===== src/design/multi_servo_linear_ramp_top_macros.svh =====
// Assertion macros for the multi-servo linear ramp top level.
// Depends on nothing; included by the top level only.
`ifndef MULTI_SERVO_LINEAR_RAMP_TOP_MACROS_SVH
`define MULTI_SERVO_LINEAR_RAMP_TOP_MACROS_SVH

// Same-cycle implication, off while reset is high.
`define MSL_ASSERT_NOW(label, clk, rst, ante, cons, msg) \
   label: assert property (@(posedge clk) disable iff (rst) (ante) |-> (cons)) \
      else $error(msg);

// Next-cycle implication, off while reset is high.
`define MSL_ASSERT_NEXT(label, clk, rst, ante, cons, msg) \
   label: assert property (@(posedge clk) disable iff (rst) (ante) |=> (cons)) \
      else $error(msg);

`endif


===== src/design/msl_pkg.sv =====
`timescale 1ns / 1ps
// Shared types, widths, constants and helpers for the multi-servo ramp.
// No dependencies; used by the interfaces, the divider and the top level.
package msl_pkg;

   localparam int NUM_CHANNELS_DEF = 6;
   localparam int MAX_STEPS_DEF    = 10000;
   localparam int CENTER_PULSE_DEF = 1500;

   localparam int RESULT_CAP      = 6;
   localparam int CENTER_CHANNELS = 4;
   localparam int SIDE_PULSE      = 500;

   localparam int OP_W    = 2;
   localparam int CH_W    = 3;
   localparam int PULSE_W = 12;
   localparam int DUR_W   = 16;
   localparam int POS_W   = 16;
   localparam int INC_W   = 16;
   localparam int ELAP_W  = 17;
   localparam int TICK_W  = 8;
   localparam int Q10_W   = 13;

   localparam int DIV_W = 17;
   localparam int DVS_W = 16;

   localparam int PADDR_W = 4;
   localparam int PDATA_W = 32;

   localparam logic [1:0] REG_PULSE_MIN   = 2'd0;
   localparam logic [1:0] REG_PULSE_MAX   = 2'd1;
   localparam logic [1:0] REG_TICK_PERIOD = 2'd2;

   localparam logic [PULSE_W-1:0] PULSE_MIN_RST = 12'd500;
   localparam logic [PULSE_W-1:0] PULSE_MAX_RST = 12'd2500;
   localparam logic [TICK_W-1:0]  TICK_RST      = 8'd20;

   // x/10 == (x * 0xCCCD) >> 19 for every 16-bit x
   localparam logic [15:0] RECIP_10    = 16'hCCCD;
   localparam int          RECIP_SHIFT = 19;

   typedef enum logic [1:0] {
      OP_TICK = 2'd0,
      OP_MOVE = 2'd1,
      OP_SET  = 2'd2,
      OP_STOP = 2'd3
   } op_type;

   typedef enum logic [3:0] {
      S_IDLE,
      S_SET,
      S_MV_TGT,
      S_MV_DIV1,
      S_MV_STEPS,
      S_MV_DIV2,
      S_MV_INC,
      S_TK_CHK,
      S_TK_EMIT,
      S_TK_END,
      S_DV10,
      S_HALT,
      S_EMIT
   } state_type;

   // what follows the divide-by-ten step
   typedef enum logic [1:0] {
      MODE_EMIT,
      MODE_TICK,
      MODE_HALT
   } mode_type;

   typedef struct packed {
      logic             start;
      logic [DIV_W-1:0] dividend;
      logic [DVS_W-1:0] divisor;
   } div_req_type;

   typedef struct packed {
      logic             busy;
      logic             done;
      logic [DIV_W-1:0] quotient;
   } div_sts_type;

   function automatic logic [PULSE_W-1:0] clamp_pulse(
      input logic [Q10_W-1:0]   q,
      input logic [PULSE_W-1:0] pmin,
      input logic [PULSE_W-1:0] pmax
   );
      logic [Q10_W-1:0] v;
      v = q;
      if (v < {1'b0, pmin}) v = {1'b0, pmin};
      if (v > {1'b0, pmax}) v = {1'b0, pmax};
      return v[PULSE_W-1:0];
   endfunction

   function automatic logic [POS_W-1:0] times10(input logic [PULSE_W-1:0] x);
      return POS_W'({x, 3'b000}) + POS_W'({x, 1'b0});
   endfunction

endpackage


===== src/design/msl_req_if.sv =====
`timescale 1ns / 1ps
// Command channel: valid/ready handshake with one command beat.
// Depends on msl_pkg for field widths.
interface msl_req_if;
   logic                            valid;
   logic                            ready;
   logic [msl_pkg::OP_W-1:0]        op;
   logic [msl_pkg::CH_W-1:0]        channel;
   logic [msl_pkg::PULSE_W-1:0]     target_pulse;
   logic [msl_pkg::DUR_W-1:0]       duration_ms;

   modport source (output valid, output op, output channel, output target_pulse,
                   output duration_ms, input ready);
   modport sink   (input valid, input op, input channel, input target_pulse,
                   input duration_ms, output ready);
endinterface


===== src/design/msl_rsp_if.sv =====
`timescale 1ns / 1ps
// Result channel: valid/ready handshake with one compare-update beat.
// Depends on msl_pkg for field widths.
interface msl_rsp_if;
   logic                        valid;
   logic                        ready;
   logic [msl_pkg::CH_W-1:0]    out_channel;
   logic [msl_pkg::PULSE_W-1:0] compare_value;
   logic                        last;

   modport source (output valid, output out_channel, output compare_value,
                   output last, input ready);
   modport sink   (input valid, input out_channel, input compare_value,
                   input last, output ready);
endinterface


===== src/design/multi_servo_linear_ramp_top.sv =====
`timescale 1ns / 1ps
// Multi-channel servo ramp. Command beats are taken only in the idle state.
// Tick: visits every channel and reports each mover up to the result cap; a busy output stalls it.
// Timed move: two passes of the shared divider, for the step count and then the increment.
// Set and zero-time move write the channel and report it; stop halts one channel, or all for stop-all.
// Synchronous active-high reset restores limits, tick period and all channel state.
`include "multi_servo_linear_ramp_top_macros.svh"

module multi_servo_linear_ramp_top #(
   parameter int NUM_CHANNELS = msl_pkg::NUM_CHANNELS_DEF,
   parameter int MAX_STEPS    = msl_pkg::MAX_STEPS_DEF,
   parameter int CENTER_PULSE = msl_pkg::CENTER_PULSE_DEF
) (
   input  logic                         clock,
   input  logic                         reset,
   msl_req_if.sink                      req,
   msl_rsp_if.source                    rsp,
   input  logic                         psel,
   input  logic                         penable,
   input  logic                         pwrite,
   input  logic [msl_pkg::PADDR_W-1:0]  paddr,
   input  logic [msl_pkg::PDATA_W-1:0]  pwdata,
   output logic [msl_pkg::PDATA_W-1:0]  prdata,
   output logic                         pready
);
   localparam int IDX_W = (NUM_CHANNELS > 1) ? $clog2(NUM_CHANNELS) : 1;
   localparam int CNT_W = $clog2(msl_pkg::RESULT_CAP + 1);
   localparam logic [msl_pkg::POS_W-1:0]   CENTER_POS = msl_pkg::POS_W'(CENTER_PULSE * 10);
   localparam logic [msl_pkg::POS_W-1:0]   SIDE_POS   =
      msl_pkg::POS_W'(msl_pkg::SIDE_PULSE * 10);
   localparam logic [msl_pkg::PULSE_W-1:0] CENTER_TGT = msl_pkg::PULSE_W'(CENTER_PULSE);
   localparam logic [msl_pkg::PULSE_W-1:0] SIDE_TGT   = msl_pkg::PULSE_W'(msl_pkg::SIDE_PULSE);

   // ---------------------------------------------------------------------
   // Configuration registers (APB). Writes land on the access phase.
   // ---------------------------------------------------------------------
   logic [msl_pkg::PULSE_W-1:0] pmin_ff, pmax_ff;
   logic [msl_pkg::TICK_W-1:0]  tick_ff;
   logic                        csr_wr;
   logic [msl_pkg::TICK_W-1:0]  tick_len;

   assign pready   = 1'b1;
   assign csr_wr   = psel && penable && pwrite && pready;
   // a zero period counts as one millisecond
   assign tick_len = (tick_ff == '0) ? msl_pkg::TICK_W'(1) : tick_ff;

   always_ff @(posedge clock) begin
      if (reset) begin
         pmin_ff <= msl_pkg::PULSE_MIN_RST;
         pmax_ff <= msl_pkg::PULSE_MAX_RST;
         tick_ff <= msl_pkg::TICK_RST;
      end else if (csr_wr) begin
         case (paddr[3:2])
            msl_pkg::REG_PULSE_MIN:   pmin_ff <= pwdata[msl_pkg::PULSE_W-1:0];
            msl_pkg::REG_PULSE_MAX:   pmax_ff <= pwdata[msl_pkg::PULSE_W-1:0];
            msl_pkg::REG_TICK_PERIOD: tick_ff <= pwdata[msl_pkg::TICK_W-1:0];
            default: ;
         endcase
      end
   end

   always_comb begin
      case (paddr[3:2])
         msl_pkg::REG_PULSE_MIN:   prdata = msl_pkg::PDATA_W'(pmin_ff);
         msl_pkg::REG_PULSE_MAX:   prdata = msl_pkg::PDATA_W'(pmax_ff);
         msl_pkg::REG_TICK_PERIOD: prdata = msl_pkg::PDATA_W'(tick_ff);
         default:                  prdata = '0;
      endcase
   end

   // ---------------------------------------------------------------------
   // Channel state, one entry per servo; only entry idx_ff is touched.
   // ---------------------------------------------------------------------
   logic [msl_pkg::POS_W-1:0]   pos_ff  [NUM_CHANNELS];
   logic [msl_pkg::PULSE_W-1:0] tgt_ff  [NUM_CHANNELS];
   logic [msl_pkg::INC_W-1:0]   inc_ff  [NUM_CHANNELS];
   logic [msl_pkg::DUR_W-1:0]   sdur_ff [NUM_CHANNELS];
   logic [msl_pkg::ELAP_W-1:0]  elap_ff [NUM_CHANNELS];

   logic [msl_pkg::POS_W-1:0]   pos_in;
   logic [msl_pkg::PULSE_W-1:0] tgt_in;
   logic [msl_pkg::INC_W-1:0]   inc_in;
   logic [msl_pkg::DUR_W-1:0]   sdur_in;
   logic [msl_pkg::ELAP_W-1:0]  elap_in;
   logic wr_pos, wr_tgt, wr_inc, wr_sdur, wr_elap;

   // sequencer and working registers
   msl_pkg::state_type          state_ff, state_in;
   msl_pkg::mode_type           mode_ff, mode_in;
   logic [IDX_W-1:0]            idx_ff, idx_in;
   logic                        all_ff, all_in;
   logic [msl_pkg::PULSE_W-1:0] tp_ff, tp_in;
   logic [msl_pkg::DUR_W-1:0]   dur_ff, dur_in;
   logic                        neg_ff, neg_in;
   logic [msl_pkg::DIV_W-1:0]   mag_ff, mag_in;
   logic [msl_pkg::Q10_W-1:0]   q10_ff, q10_in;
   logic [CNT_W-1:0]            cnt_ff, cnt_in;

   // one held-back tick result, so the final beat can carry last
   logic                        pend_valid_ff, pend_valid_in;
   logic [IDX_W-1:0]            pend_ch_ff, pend_ch_in;
   logic [msl_pkg::PULSE_W-1:0] pend_cmp_ff, pend_cmp_in;

   // output register
   logic                        rsp_valid_ff, rsp_valid_in;
   logic [msl_pkg::CH_W-1:0]    rsp_ch_ff, rsp_ch_in;
   logic [msl_pkg::PULSE_W-1:0] rsp_cmp_ff, rsp_cmp_in;
   logic                        rsp_last_ff, rsp_last_in;
   logic                        rsp_load;
   logic                        out_free;

   msl_pkg::div_req_type        div_req;
   msl_pkg::div_sts_type        div_sts;

   msl_div u_div (
      .clock   (clock),
      .reset   (reset),
      .div_req (div_req),
      .div_sts (div_sts)
   );

   // ---------------------------------------------------------------------
   // Shared combinational values
   // ---------------------------------------------------------------------
   logic                        accept;
   logic                        ch_ok;
   logic                        idx_last;
   logic [msl_pkg::POS_W-1:0]   cur_pos;
   logic [msl_pkg::PULSE_W-1:0] cur_tgt;
   logic [msl_pkg::INC_W-1:0]   cur_inc;
   logic [msl_pkg::DUR_W-1:0]   cur_sdur;
   logic [msl_pkg::ELAP_W-1:0]  cur_elap;
   logic                        moving;
   logic [17:0]                 new_pos;
   logic [17:0]                 tgt10;
   logic                        hit;
   logic [msl_pkg::PULSE_W-1:0] tgt_clamped;
   logic [msl_pkg::POS_W-1:0]   tgt_clamped10;
   logic [17:0]                 diff;
   logic [msl_pkg::DVS_W-1:0]   steps;
   logic [msl_pkg::INC_W-1:0]   inc_sat;
   logic [31:0]                 recip_prod;
   logic [msl_pkg::PULSE_W-1:0] cmp_now;
   logic                        emit_ok;

   assign accept   = req.valid && req.ready;
   assign ch_ok    = (32'(req.channel) < NUM_CHANNELS);
   assign idx_last = (idx_ff == IDX_W'(NUM_CHANNELS - 1));
   assign out_free = !rsp_valid_ff || rsp.ready;
   assign emit_ok  = (cnt_ff < CNT_W'(msl_pkg::RESULT_CAP));

   always_comb begin
      cur_pos  = pos_ff[idx_ff];
      cur_tgt  = tgt_ff[idx_ff];
      cur_inc  = inc_ff[idx_ff];
      cur_sdur = sdur_ff[idx_ff];
      cur_elap = elap_ff[idx_ff];

      // tick: step forward, snap once the target is reached or passed
      moving  = (cur_inc != '0) && (cur_elap < {1'b0, cur_sdur});
      new_pos = {2'b00, cur_pos} + {{2{cur_inc[msl_pkg::INC_W-1]}}, cur_inc};
      tgt10   = {2'b00, msl_pkg::times10(cur_tgt)};
      hit     = cur_inc[msl_pkg::INC_W-1] ? ($signed(new_pos) <= $signed(tgt10))
                                          : ($signed(new_pos) >= $signed(tgt10));

      // move: clamped target and signed distance in tenths
      tgt_clamped   = msl_pkg::clamp_pulse({1'b0, tp_ff}, pmin_ff, pmax_ff);
      tgt_clamped10 = msl_pkg::times10(tgt_clamped);
      diff          = {2'b00, tgt_clamped10} - {2'b00, cur_pos};

      // tick count, held to [1, MAX_STEPS]
      if (div_sts.quotient == '0) begin
         steps = msl_pkg::DVS_W'(1);
      end else if (div_sts.quotient > msl_pkg::DIV_W'(MAX_STEPS)) begin
         steps = msl_pkg::DVS_W'(MAX_STEPS);
      end else begin
         steps = div_sts.quotient[msl_pkg::DVS_W-1:0];
      end

      // apply sign to the magnitude quotient and saturate to 16 bits
      if (neg_ff) begin
         if (div_sts.quotient > msl_pkg::DIV_W'(32768)) begin
            inc_sat = 16'h8000;
         end else begin
            inc_sat = msl_pkg::INC_W'(~div_sts.quotient + msl_pkg::DIV_W'(1));
         end
      end else begin
         if (div_sts.quotient > msl_pkg::DIV_W'(32767)) begin
            inc_sat = 16'h7FFF;
         end else begin
            inc_sat = div_sts.quotient[msl_pkg::INC_W-1:0];
         end
      end

      recip_prod = 32'(cur_pos) * 32'(msl_pkg::RECIP_10);
      cmp_now    = msl_pkg::clamp_pulse(q10_ff, pmin_ff, pmax_ff);
   end

   // ---------------------------------------------------------------------
   // Next state
   // ---------------------------------------------------------------------
   always_comb begin
      state_in = state_ff;
      case (state_ff)
         msl_pkg::S_IDLE: begin
            if (accept) begin
               case (msl_pkg::op_type'(req.op))
                  msl_pkg::OP_TICK: state_in = msl_pkg::S_TK_CHK;
                  msl_pkg::OP_STOP: state_in = msl_pkg::S_DV10;
                  msl_pkg::OP_SET:  state_in = ch_ok ? msl_pkg::S_SET : msl_pkg::S_IDLE;
                  msl_pkg::OP_MOVE: state_in = ch_ok ? msl_pkg::S_MV_TGT : msl_pkg::S_IDLE;
                  default:          state_in = msl_pkg::S_IDLE;
               endcase
            end
         end
         msl_pkg::S_SET:      state_in = msl_pkg::S_DV10;
         msl_pkg::S_MV_TGT:   state_in = (dur_ff == '0) ?
                                         msl_pkg::S_DV10 : msl_pkg::S_MV_DIV1;
         msl_pkg::S_MV_DIV1:  if (div_sts.done) state_in = msl_pkg::S_MV_STEPS;
         msl_pkg::S_MV_STEPS: state_in = msl_pkg::S_MV_DIV2;
         msl_pkg::S_MV_DIV2:  if (div_sts.done) state_in = msl_pkg::S_MV_INC;
         msl_pkg::S_MV_INC:   state_in = msl_pkg::S_IDLE;
         msl_pkg::S_TK_CHK: begin
            if (moving && emit_ok) begin
               state_in = msl_pkg::S_DV10;
            end else if (idx_last) begin
               state_in = msl_pkg::S_TK_END;
            end
         end
         msl_pkg::S_DV10: begin
            case (mode_ff)
               msl_pkg::MODE_TICK: state_in = msl_pkg::S_TK_EMIT;
               msl_pkg::MODE_HALT: state_in = msl_pkg::S_HALT;
               default:            state_in = msl_pkg::S_EMIT;
            endcase
         end
         msl_pkg::S_TK_EMIT: begin
            if (!pend_valid_ff || out_free) begin
               state_in = idx_last ? msl_pkg::S_TK_END : msl_pkg::S_TK_CHK;
            end
         end
         msl_pkg::S_TK_END: begin
            if (!pend_valid_ff || out_free) state_in = msl_pkg::S_IDLE;
         end
         msl_pkg::S_HALT: begin
            state_in = (all_ff && !idx_last) ? msl_pkg::S_DV10 : msl_pkg::S_IDLE;
         end
         msl_pkg::S_EMIT: begin
            if (out_free) state_in = msl_pkg::S_IDLE;
         end
         default: state_in = msl_pkg::S_IDLE;
      endcase
   end

   // ---------------------------------------------------------------------
   // Datapath actions per state
   // ---------------------------------------------------------------------
   always_comb begin
      mode_in       = mode_ff;
      idx_in        = idx_ff;
      all_in        = all_ff;
      tp_in         = tp_ff;
      dur_in        = dur_ff;
      neg_in        = neg_ff;
      mag_in        = mag_ff;
      q10_in        = q10_ff;
      cnt_in        = cnt_ff;
      pend_valid_in = pend_valid_ff;
      pend_ch_in    = pend_ch_ff;
      pend_cmp_in   = pend_cmp_ff;
      rsp_load      = 1'b0;
      rsp_ch_in     = rsp_ch_ff;
      rsp_cmp_in    = rsp_cmp_ff;
      rsp_last_in   = rsp_last_ff;
      wr_pos        = 1'b0;
      wr_tgt        = 1'b0;
      wr_inc        = 1'b0;
      wr_sdur       = 1'b0;
      wr_elap       = 1'b0;
      pos_in        = cur_pos;
      tgt_in        = cur_tgt;
      inc_in        = cur_inc;
      sdur_in       = cur_sdur;
      elap_in       = cur_elap;
      div_req       = '0;

      case (state_ff)
         msl_pkg::S_IDLE: begin
            if (accept) begin
               tp_in  = req.target_pulse;
               dur_in = req.duration_ms;
               cnt_in = '0;
               all_in = 1'b0;
               idx_in = IDX_W'(req.channel);
               case (msl_pkg::op_type'(req.op))
                  msl_pkg::OP_TICK: idx_in = '0;
                  msl_pkg::OP_STOP: begin
                     mode_in = msl_pkg::MODE_HALT;
                     if (!ch_ok) begin
                        // out-of-range channel halts every servo
                        all_in = 1'b1;
                        idx_in = '0;
                     end
                  end
                  default: mode_in = msl_pkg::MODE_EMIT;
               endcase
            end
         end

         msl_pkg::S_SET: begin
            wr_pos  = 1'b1;
            wr_tgt  = 1'b1;
            wr_inc  = 1'b1;
            wr_sdur = 1'b1;
            wr_elap = 1'b1;
            pos_in  = msl_pkg::times10(tp_ff);
            tgt_in  = tp_ff;
            inc_in  = '0;
            sdur_in = '0;
            elap_in = '0;
         end

         msl_pkg::S_MV_TGT: begin
            wr_tgt  = 1'b1;
            wr_sdur = 1'b1;
            wr_elap = 1'b1;
            tgt_in  = tgt_clamped;
            sdur_in = dur_ff;
            elap_in = '0;
            if (dur_ff == '0) begin
               // jump straight to the target
               wr_pos = 1'b1;
               wr_inc = 1'b1;
               pos_in = tgt_clamped10;
               inc_in = '0;
            end else begin
               neg_in = diff[17];
               mag_in = diff[17] ? msl_pkg::DIV_W'(~diff + 18'd1) : diff[msl_pkg::DIV_W-1:0];
               div_req.start    = 1'b1;
               div_req.dividend = msl_pkg::DIV_W'(dur_ff);
               div_req.divisor  = msl_pkg::DVS_W'(tick_len);
            end
         end

         msl_pkg::S_MV_STEPS: begin
            div_req.start    = 1'b1;
            div_req.dividend = mag_ff;
            div_req.divisor  = steps;
         end

         msl_pkg::S_MV_INC: begin
            wr_inc = 1'b1;
            inc_in = inc_sat;
         end

         msl_pkg::S_TK_CHK: begin
            if (moving) begin
               wr_pos  = 1'b1;
               wr_elap = 1'b1;
               if (hit) begin
                  wr_inc  = 1'b1;
                  pos_in  = tgt10[msl_pkg::POS_W-1:0];
                  inc_in  = '0;
                  elap_in = msl_pkg::ELAP_W'(cur_sdur);
               end else begin
                  pos_in  = new_pos[msl_pkg::POS_W-1:0];
                  elap_in = cur_elap + msl_pkg::ELAP_W'(tick_len);
               end
            end
            if (moving && emit_ok) begin
               mode_in = msl_pkg::MODE_TICK;
            end else if (!idx_last) begin
               idx_in = idx_ff + IDX_W'(1);
            end
         end

         msl_pkg::S_DV10: begin
            // position is stable here; any write to it came in the previous state
            q10_in = recip_prod[msl_pkg::RECIP_SHIFT +: msl_pkg::Q10_W];
         end

         msl_pkg::S_TK_EMIT: begin
            if (!pend_valid_ff || out_free) begin
               if (pend_valid_ff) begin
                  rsp_load    = 1'b1;
                  rsp_ch_in   = msl_pkg::CH_W'(pend_ch_ff);
                  rsp_cmp_in  = pend_cmp_ff;
                  rsp_last_in = 1'b0;
               end
               pend_valid_in = 1'b1;
               pend_ch_in    = idx_ff;
               pend_cmp_in   = cmp_now;
               cnt_in        = cnt_ff + CNT_W'(1);
               if (!idx_last) idx_in = idx_ff + IDX_W'(1);
            end
         end

         msl_pkg::S_TK_END: begin
            if (pend_valid_ff && out_free) begin
               rsp_load      = 1'b1;
               rsp_ch_in     = msl_pkg::CH_W'(pend_ch_ff);
               rsp_cmp_in    = pend_cmp_ff;
               rsp_last_in   = 1'b1;
               pend_valid_in = 1'b0;
            end
         end

         msl_pkg::S_HALT: begin
            wr_tgt  = 1'b1;
            wr_inc  = 1'b1;
            wr_sdur = 1'b1;
            wr_elap = 1'b1;
            tgt_in  = q10_ff[msl_pkg::PULSE_W-1:0];
            inc_in  = '0;
            sdur_in = '0;
            elap_in = '0;
            if (all_ff && !idx_last) idx_in = idx_ff + IDX_W'(1);
         end

         msl_pkg::S_EMIT: begin
            if (out_free) begin
               rsp_load    = 1'b1;
               rsp_ch_in   = msl_pkg::CH_W'(idx_ff);
               rsp_cmp_in  = cmp_now;
               rsp_last_in = 1'b1;
            end
         end

         default: ;
      endcase

      // hold the beat until taken, load a new one when asked
      if (rsp_load) begin
         rsp_valid_in = 1'b1;
      end else if (rsp.ready) begin
         rsp_valid_in = 1'b0;
      end else begin
         rsp_valid_in = rsp_valid_ff;
      end
   end

   // ---------------------------------------------------------------------
   // Registers
   // ---------------------------------------------------------------------
   always_ff @(posedge clock) begin
      if (reset) begin
         state_ff      <= msl_pkg::S_IDLE;
         mode_ff       <= msl_pkg::MODE_EMIT;
         idx_ff        <= '0;
         all_ff        <= 1'b0;
         cnt_ff        <= '0;
         pend_valid_ff <= 1'b0;
         rsp_valid_ff  <= 1'b0;
         for (int i = 0; i < NUM_CHANNELS; i++) begin
            pos_ff[i]  <= (i < msl_pkg::CENTER_CHANNELS) ? CENTER_POS : SIDE_POS;
            tgt_ff[i]  <= (i < msl_pkg::CENTER_CHANNELS) ? CENTER_TGT : SIDE_TGT;
            inc_ff[i]  <= '0;
            sdur_ff[i] <= '0;
            elap_ff[i] <= '0;
         end
      end else begin
         state_ff      <= state_in;
         mode_ff       <= mode_in;
         idx_ff        <= idx_in;
         all_ff        <= all_in;
         cnt_ff        <= cnt_in;
         pend_valid_ff <= pend_valid_in;
         rsp_valid_ff  <= rsp_valid_in;
         if (wr_pos)  pos_ff[idx_ff]  <= pos_in;
         if (wr_tgt)  tgt_ff[idx_ff]  <= tgt_in;
         if (wr_inc)  inc_ff[idx_ff]  <= inc_in;
         if (wr_sdur) sdur_ff[idx_ff] <= sdur_in;
         if (wr_elap) elap_ff[idx_ff] <= elap_in;
      end
      tp_ff       <= tp_in;
      dur_ff      <= dur_in;
      neg_ff      <= neg_in;
      mag_ff      <= mag_in;
      q10_ff      <= q10_in;
      pend_ch_ff  <= pend_ch_in;
      pend_cmp_ff <= pend_cmp_in;
      rsp_ch_ff   <= rsp_ch_in;
      rsp_cmp_ff  <= rsp_cmp_in;
      rsp_last_ff <= rsp_last_in;
   end

   // ---------------------------------------------------------------------
   // Ports
   // ---------------------------------------------------------------------
   assign req.ready         = (state_ff == msl_pkg::S_IDLE);
   assign rsp.valid         = rsp_valid_ff;
   assign rsp.out_channel   = rsp_ch_ff;
   assign rsp.compare_value = rsp_cmp_ff;
   assign rsp.last          = rsp_last_ff;

   // ---------------------------------------------------------------------
   // Assertions
   // ---------------------------------------------------------------------
   `MSL_ASSERT_NOW(a_pend_flushed, clock, reset, state_ff == msl_pkg::S_IDLE, !pend_valid_ff, "held tick result left behind at idle")
   `MSL_ASSERT_NOW(a_div_done_wait, clock, reset, div_sts.done, (state_ff == msl_pkg::S_MV_DIV1) || (state_ff == msl_pkg::S_MV_DIV2), "divider finished outside a wait state")
   `MSL_ASSERT_NOW(a_cnt_cap, clock, reset, 1'b1, cnt_ff <= CNT_W'(msl_pkg::RESULT_CAP), "tick result count above cap")
   `MSL_ASSERT_NEXT(a_div_started, clock, reset, state_ff == msl_pkg::S_MV_STEPS, div_sts.busy, "second divide did not start")

endmodule


===== src/design/msl_div.sv =====
`timescale 1ns / 1ps
// Iterative restoring divider, one quotient bit per cycle.
// Depends on msl_pkg for the request and status structs.
module msl_div (
   input  logic                 clock,
   input  logic                 reset,
   input  msl_pkg::div_req_type div_req,
   output msl_pkg::div_sts_type div_sts
);
   localparam int CNT_W = $clog2(msl_pkg::DIV_W + 1);

   logic [msl_pkg::DIV_W-1:0] quot_ff, quot_in;
   logic [msl_pkg::DVS_W-1:0] rem_ff, rem_in;
   logic [msl_pkg::DVS_W-1:0] dvs_ff, dvs_in;
   logic [CNT_W-1:0]          cnt_ff, cnt_in;
   logic                      busy_ff, busy_in;
   logic                      done_ff, done_in;
   logic [msl_pkg::DVS_W:0]   rem_sh;
   logic [msl_pkg::DVS_W:0]   rem_sub;
   logic                      ge;

   always_comb begin
      rem_sh  = {rem_ff, quot_ff[msl_pkg::DIV_W-1]};
      rem_sub = rem_sh - {1'b0, dvs_ff};
      ge      = (rem_sh >= {1'b0, dvs_ff});
      quot_in = quot_ff;
      rem_in  = rem_ff;
      dvs_in  = dvs_ff;
      cnt_in  = cnt_ff;
      busy_in = busy_ff;
      done_in = 1'b0;
      if (div_req.start) begin
         quot_in = div_req.dividend;
         rem_in  = '0;
         dvs_in  = div_req.divisor;
         cnt_in  = CNT_W'(msl_pkg::DIV_W);
         busy_in = 1'b1;
      end else if (busy_ff) begin
         // shift in the next dividend bit, subtract when it fits
         rem_in  = ge ? rem_sub[msl_pkg::DVS_W-1:0] : rem_sh[msl_pkg::DVS_W-1:0];
         quot_in = {quot_ff[msl_pkg::DIV_W-2:0], ge};
         cnt_in  = cnt_ff - CNT_W'(1);
         if (cnt_ff == CNT_W'(1)) begin
            busy_in = 1'b0;
            done_in = 1'b1;
         end
      end
   end

   always_ff @(posedge clock) begin
      if (reset) begin
         busy_ff <= 1'b0;
         done_ff <= 1'b0;
         cnt_ff  <= '0;
      end else begin
         busy_ff <= busy_in;
         done_ff <= done_in;
         cnt_ff  <= cnt_in;
      end
      quot_ff <= quot_in;
      rem_ff  <= rem_in;
      dvs_ff  <= dvs_in;
   end

   assign div_sts.busy     = busy_ff;
   assign div_sts.done     = done_ff;
   assign div_sts.quotient = quot_ff;

endmodule

===== src/flat_wrapper.sv =====
// flat-port wrapper written by rule: the top's interface ports become plain ports
module multi_servo_linear_ramp_top_flat 
#(
   parameter int NUM_CHANNELS = msl_pkg::NUM_CHANNELS_DEF,
   parameter int MAX_STEPS    = msl_pkg::MAX_STEPS_DEF,
   parameter int CENTER_PULSE = msl_pkg::CENTER_PULSE_DEF
)
  (clock, reset, psel, penable, pwrite, paddr, pwdata, prdata, pready, req_valid, req_op, req_channel, req_target_pulse, req_duration_ms, req_ready, rsp_valid, rsp_out_channel, rsp_compare_value, rsp_last, rsp_ready);
  msl_req_if req_i ();
  msl_rsp_if rsp_i ();
  input  logic clock;
  input  logic reset;
  input  logic psel;
  input  logic penable;
  input  logic pwrite;
  input  logic [msl_pkg::PADDR_W-1:0] paddr;
  input  logic [msl_pkg::PDATA_W-1:0] pwdata;
  output logic [msl_pkg::PDATA_W-1:0] prdata;
  output logic pready;
  input wire logic [$bits(req_i.valid)-1:0] req_valid;
  input wire logic [$bits(req_i.op)-1:0] req_op;
  input wire logic [$bits(req_i.channel)-1:0] req_channel;
  input wire logic [$bits(req_i.target_pulse)-1:0] req_target_pulse;
  input wire logic [$bits(req_i.duration_ms)-1:0] req_duration_ms;
  output wire logic [$bits(req_i.ready)-1:0] req_ready;
  output wire logic [$bits(rsp_i.valid)-1:0] rsp_valid;
  output wire logic [$bits(rsp_i.out_channel)-1:0] rsp_out_channel;
  output wire logic [$bits(rsp_i.compare_value)-1:0] rsp_compare_value;
  output wire logic [$bits(rsp_i.last)-1:0] rsp_last;
  input wire logic [$bits(rsp_i.ready)-1:0] rsp_ready;
  assign req_i.valid = req_valid;
  assign req_i.op = req_op;
  assign req_i.channel = req_channel;
  assign req_i.target_pulse = req_target_pulse;
  assign req_i.duration_ms = req_duration_ms;
  assign req_ready = req_i.ready;
  assign rsp_valid = rsp_i.valid;
  assign rsp_out_channel = rsp_i.out_channel;
  assign rsp_compare_value = rsp_i.compare_value;
  assign rsp_last = rsp_i.last;
  assign rsp_i.ready = rsp_ready;
  multi_servo_linear_ramp_top #(.NUM_CHANNELS(NUM_CHANNELS), .MAX_STEPS(MAX_STEPS), .CENTER_PULSE(CENTER_PULSE)) u_core (.clock(clock), .reset(reset), .req(req_i), .rsp(rsp_i), .psel(psel), .penable(penable), .pwrite(pwrite), .paddr(paddr), .pwdata(pwdata), .prdata(prdata), .pready(pready));
endmodule

===== config.mk =====
export PLATFORM = sky130hd
export DESIGN_NAME = multi_servo_linear_ramp_top_flat
export DESIGN_NICKNAME = d
export VERILOG_FILES = /design/src/design/msl_pkg.sv /design/src/design/msl_req_if.sv /design/src/design/msl_rsp_if.sv /design/src/design/multi_servo_linear_ramp_top.sv /design/src/design/msl_div.sv /design/src/flat_wrapper.sv
export VERILOG_INCLUDE_DIRS = /design/src /design/src/design
export SDC_FILE = /design/constraint.sdc
export NUM_CORES = 2
export LEC_CHECK = 0
export ABC_AREA = 1
export BUFFER_PORTS_ARGS = -buffer_cell sky130_fd_sc_hd__buf_2
export CORE_ASPECT_RATIO = 0.7
export CORE_MARGIN = 2
export CORE_UTILIZATION = 50
export DETAILED_ROUTE_END_ITERATION = 16
export PLACE_DENSITY_LB_ADDON = 0.05
export SKIP_CTS_REPAIR_TIMING = 1
export SYNTH_ARGS = -nofsm -noshare
export SYNTH_HDL_FRONTEND = slang
export SYNTH_SLANG_ARGS = --single-unit

===== constraint.sdc =====
create_clock -name clock -period 6.3 [get_ports clock]
set_input_delay 1.26 -clock clock [delete_from_list [all_inputs] [get_ports clock]]
set_output_delay 1.26 -clock clock [all_outputs]
set_load 0.01 [all_outputs]

==> results.cfg <==
[run_status]
status = completed

[grt]
grt_pass1_vias = 36850
grt-ovfl-total = 0
grt_pass1_wl_um = 232600
antenna_found_initial = 7
track_usage = 0.3110
grt_max_degree = 115

[synth]
synth_top_area_frac = 0.4571
syn_avg_cell_area_um2 = 8.973
ys_async_sr_fraction = 0
synth_ff_type = edfxtp_1
syn-instance-count = 5410
yosys_warnings = 0
synth-edff-count = 739
synth_area_leaders = edfxtp_1 (46%), ha_1 (7.9%), nor2_1 (7.2%)
syn-cell-area_um2 = 48550
netlist.top_cell.by_area = edfxtp_1
synth_cell_type_count = 63
ys_seq_area_frac = 0.4872
ys_ff_latch = 812

[placement]
place_inst = 6865
pre_cts_ws_ns = -0.2391
dp_hpwl_um = 113900
port_buffers = 83
routabilityCongestion = 0.9921

[routing]
drc = 0
initialDrtViolationCount = 4253
num_vias = 40160
avgRoutedWirePerCell_um = 22.55
dr.pass1.iters = 7
ant_nets = 0
drt-vias-per-instance = 5.696
routed_wl_um = 159000

[finish]
antenna_cells = 0
stdcell_count = 7050
post_route_cells_drive_above_1_share = 0.1327
final.fill_count = 8501
syn_to_final_growth_pct = 16.02
nNetsFinal = 6191

[clock_network]
cts_tree = built
clk_pin_slew_ns = 0.06
clockRootBuffer = clkbuf_16
cts_sinks = 812
clkLatencyLatePin_ns = 0.71
clockBufferDepth = 3
cts_buffers = 84
htreeDepth = 3

[timing]
fmax_ghz = 0.1650
slew-limit-headroom = 0.08520
drv_slew = 0
final.period_utilization = 0.9619
timing.final.ws_setup_ns = 0.2399
hold_viol = 0
post-route-min-period_ns = 6.060
setup_viol_count_final = 0
max_slew.worst_pin.slew_ns = 1.361
grt_setup_unrepaired = yes
finClkSkew_ns = 0.05941
tns_ns = 0

[job]
maxCapViolCount = 0

[floorplanning]
die_height_um = 264.7
fp.coreArea_um2 = 96040
die_x_um = 376.4
initial_core_util = 0.5055
fp-row-count = 95
die_area_um2 = 99640
ios = 127

[setup_path]
critPathCaptureType = flop
worstSetupStartpointType = flop
cp.arrival_ns = 6.47
crit_type = reg -> reg
worst-path-max-fanout = 11
cp.required_ns = 6.71

[min_path]
min_path_type = reg -> reg
[routing by layer]
metal  global-route usage  wire length (µm)  part of all wire
met1               0.4886             74720              0.47
met2               0.4327             64320              0.40
met3              0.07474             16870              0.11
met4              0.06270              3065             0.019
met5                    0                 0                 0
[registers in the layout, indices dropped and copies added (netlist names), 2 cells and up, named ones only]
signal and cells:
u_core.idx_ff 3, u_core.tgt_ff 96, u_core.u_div.cnt_ff 5, u_core.pend_ch_ff 3, u_core.tp_ff 12, u_core.mag_ff 17
u_core.rsp.compare_value 12, u_core.pmin_ff 12, u_core.sdur_ff 128, u_core.pos_ff 128, u_core.mode_ff 2, u_core.dur_ff 16
u_core.q10_ff 13, u_core.pmax_ff 12, u_core.cnt_ff 3, u_core.u_div.dvs_ff 16, u_core.u_div.quot_ff 17, u_core.u_div.rem_ff 16
u_core.elap_ff 136, u_core.pend_cmp_ff 12, u_core.tick_ff 8, u_core.state_ff 4, u_core.rsp.out_channel 3, u_core.inc_ff 128
[path summary, 6_finish.rpt]
check / from / endpoint / slack, ns / cells past startpoint
max: flop / u_core.q10_ff[1] / 0.24 / 25
min: u_core.u_div.cnt_ff[1] / u_core.u_div.cnt_ff[1] / 0.46 / 2
max reg2reg: flop / u_core.q10_ff[1] / 0.24 / 25
min reg2reg: u_core.u_div.cnt_ff[1] / u_core.u_div.cnt_ff[1] / 0.46 / 2
[cell families (layout without fill, tap and decap cells)]
kind of cell               count (synthesis)  in the layout  share of synthesized area
adders and majority gates                393            393                     0.1147
AOI/OAI and AO/OA                       1096           1096                     0.1281
and+or+nand+nor                         2154           2155                     0.1800
xor gates and xnor gates                  87             87                    0.01585
other                                      2             23                  0.0001547
muxes                                      1              1                  0.0002062
buffers and inverters                    865           1222                    0.07374
DFF                                      812            812                     0.4872
[worst max-delay path, cell delays in order, from the launching register on]
cell and delay, ns:
dfxtp_4 0.36, buf_4 0.19, buf_4 0.17, clkbuf_16 0.16, nor2_1 0.10, o22ai_1 0.08, nand2_1 0.07, o21ai_1 0.09
buf_4 0.18, ha_1 0.33, fa_1 0.49, inv_1 0.05, fa_1 0.47, inv_1 0.05, fa_1 0.57, fa_1 0.47
fa_2 0.60, ha_1 0.24, buf_4 0.16, a21oi_2 0.14, o21ai_1 0.11, buf_4 0.14, a21oi_1 0.10, o21ai_0 0.13
xor2_1 0.17, buf_4 0.16
[synth_stat cells, drive strengths merged (3+ instances only)]
cell,count
nor2,943
nand2,919
edfxtp,739
inv,618
o21ai,552
ha,306
a21oi,220
nand3,161
buf,133
o22ai,110
clkbuf,108
fa,87
dfxtp,73
o211ai,72
xor2,61
nand4,57
nor3,33
a31oi,28
xnor2,26
o221ai,25
a211oi,15
or2,13
nor4,10
o21a,10
o21bai,10
and2,9
a221oi,8
a21o,7
o31ai,7
a22oi,6
clkinv,6
nand3b,6
o32ai,6
a2111oi,5
a21boi,5
a32oi,3
o2111ai,3
[cell usage in the layout (no fill, tap or decap), types with 16 or more instances in the layout]
master | netlist | final
nor2_1 | 934 | 914
nand2_1 | 899 | 874
edfxtp_1 | 739 | 739
inv_1 | 604 | 600
o21ai_0 | 486 | 451
buf_4 | 50 | 299
ha_1 | 306 | 291
a21oi_1 | 220 | 204
nand3_1 | 158 | 156
o22ai_1 | 110 | 110
clkbuf_16 | 0 | 90
fa_1 | 87 | 86
buf_2 | 66 | 83
o21ai_1 | 60 | 77
o211ai_1 | 72 | 72
dfxtp_1 | 73 | 70
xor2_1 | 60 | 57
nand4_1 | 53 | 53
nand2_2 | 18 | 40
buf_12 | 0 | 39
nor3_1 | 32 | 29
a31oi_1 | 27 | 25
xnor2_1 | 26 | 25
o221ai_1 | 25 | 25
nor2_2 | 7 | 24
conb_1 | 2 | 23
o21ai_2 | 6 | 18
a21oi_2 | 0 | 16
clkbuf_1 | 108 | 16
[metrics by stage]
stage,hold slack [ns],instance area [µm²],util
4_1_cts,0.4632,55260,0.5753
2_1_floorplan,0.4327,48640,-
5_1_grt,0.4764,56320,0.5864
3_5_place_dp,0.4552,52470,0.5463
6_report,0.4631,56320,0.5864
3_3_place_gp,0.4514,52470,0.5463
[area by class of cell]
| type | instances | area (µm²) | area share |
|---|---|---|---|
| timing repair buffer | 443 | 3795 | 0.06738 |
| tap | 1261 | 1578 | 0.02801 |
| inverter | 624 | 2392 | 0.04248 |
| sequential | 812 | 23660 | 0.4201 |
| clock inverter | 49 | 550.5 | 0.009775 |
| multi-input combinational | 3755 | 22080 | 0.3920 |
| timing repair inverter | 2 | 27.53 | 0.0004887 |
| clock buffer | 104 | 2240 | 0.03977 |
Power is not shown: default switching activity piles up to over one toggle a cycle in this logic, so the estimate is an artifact.
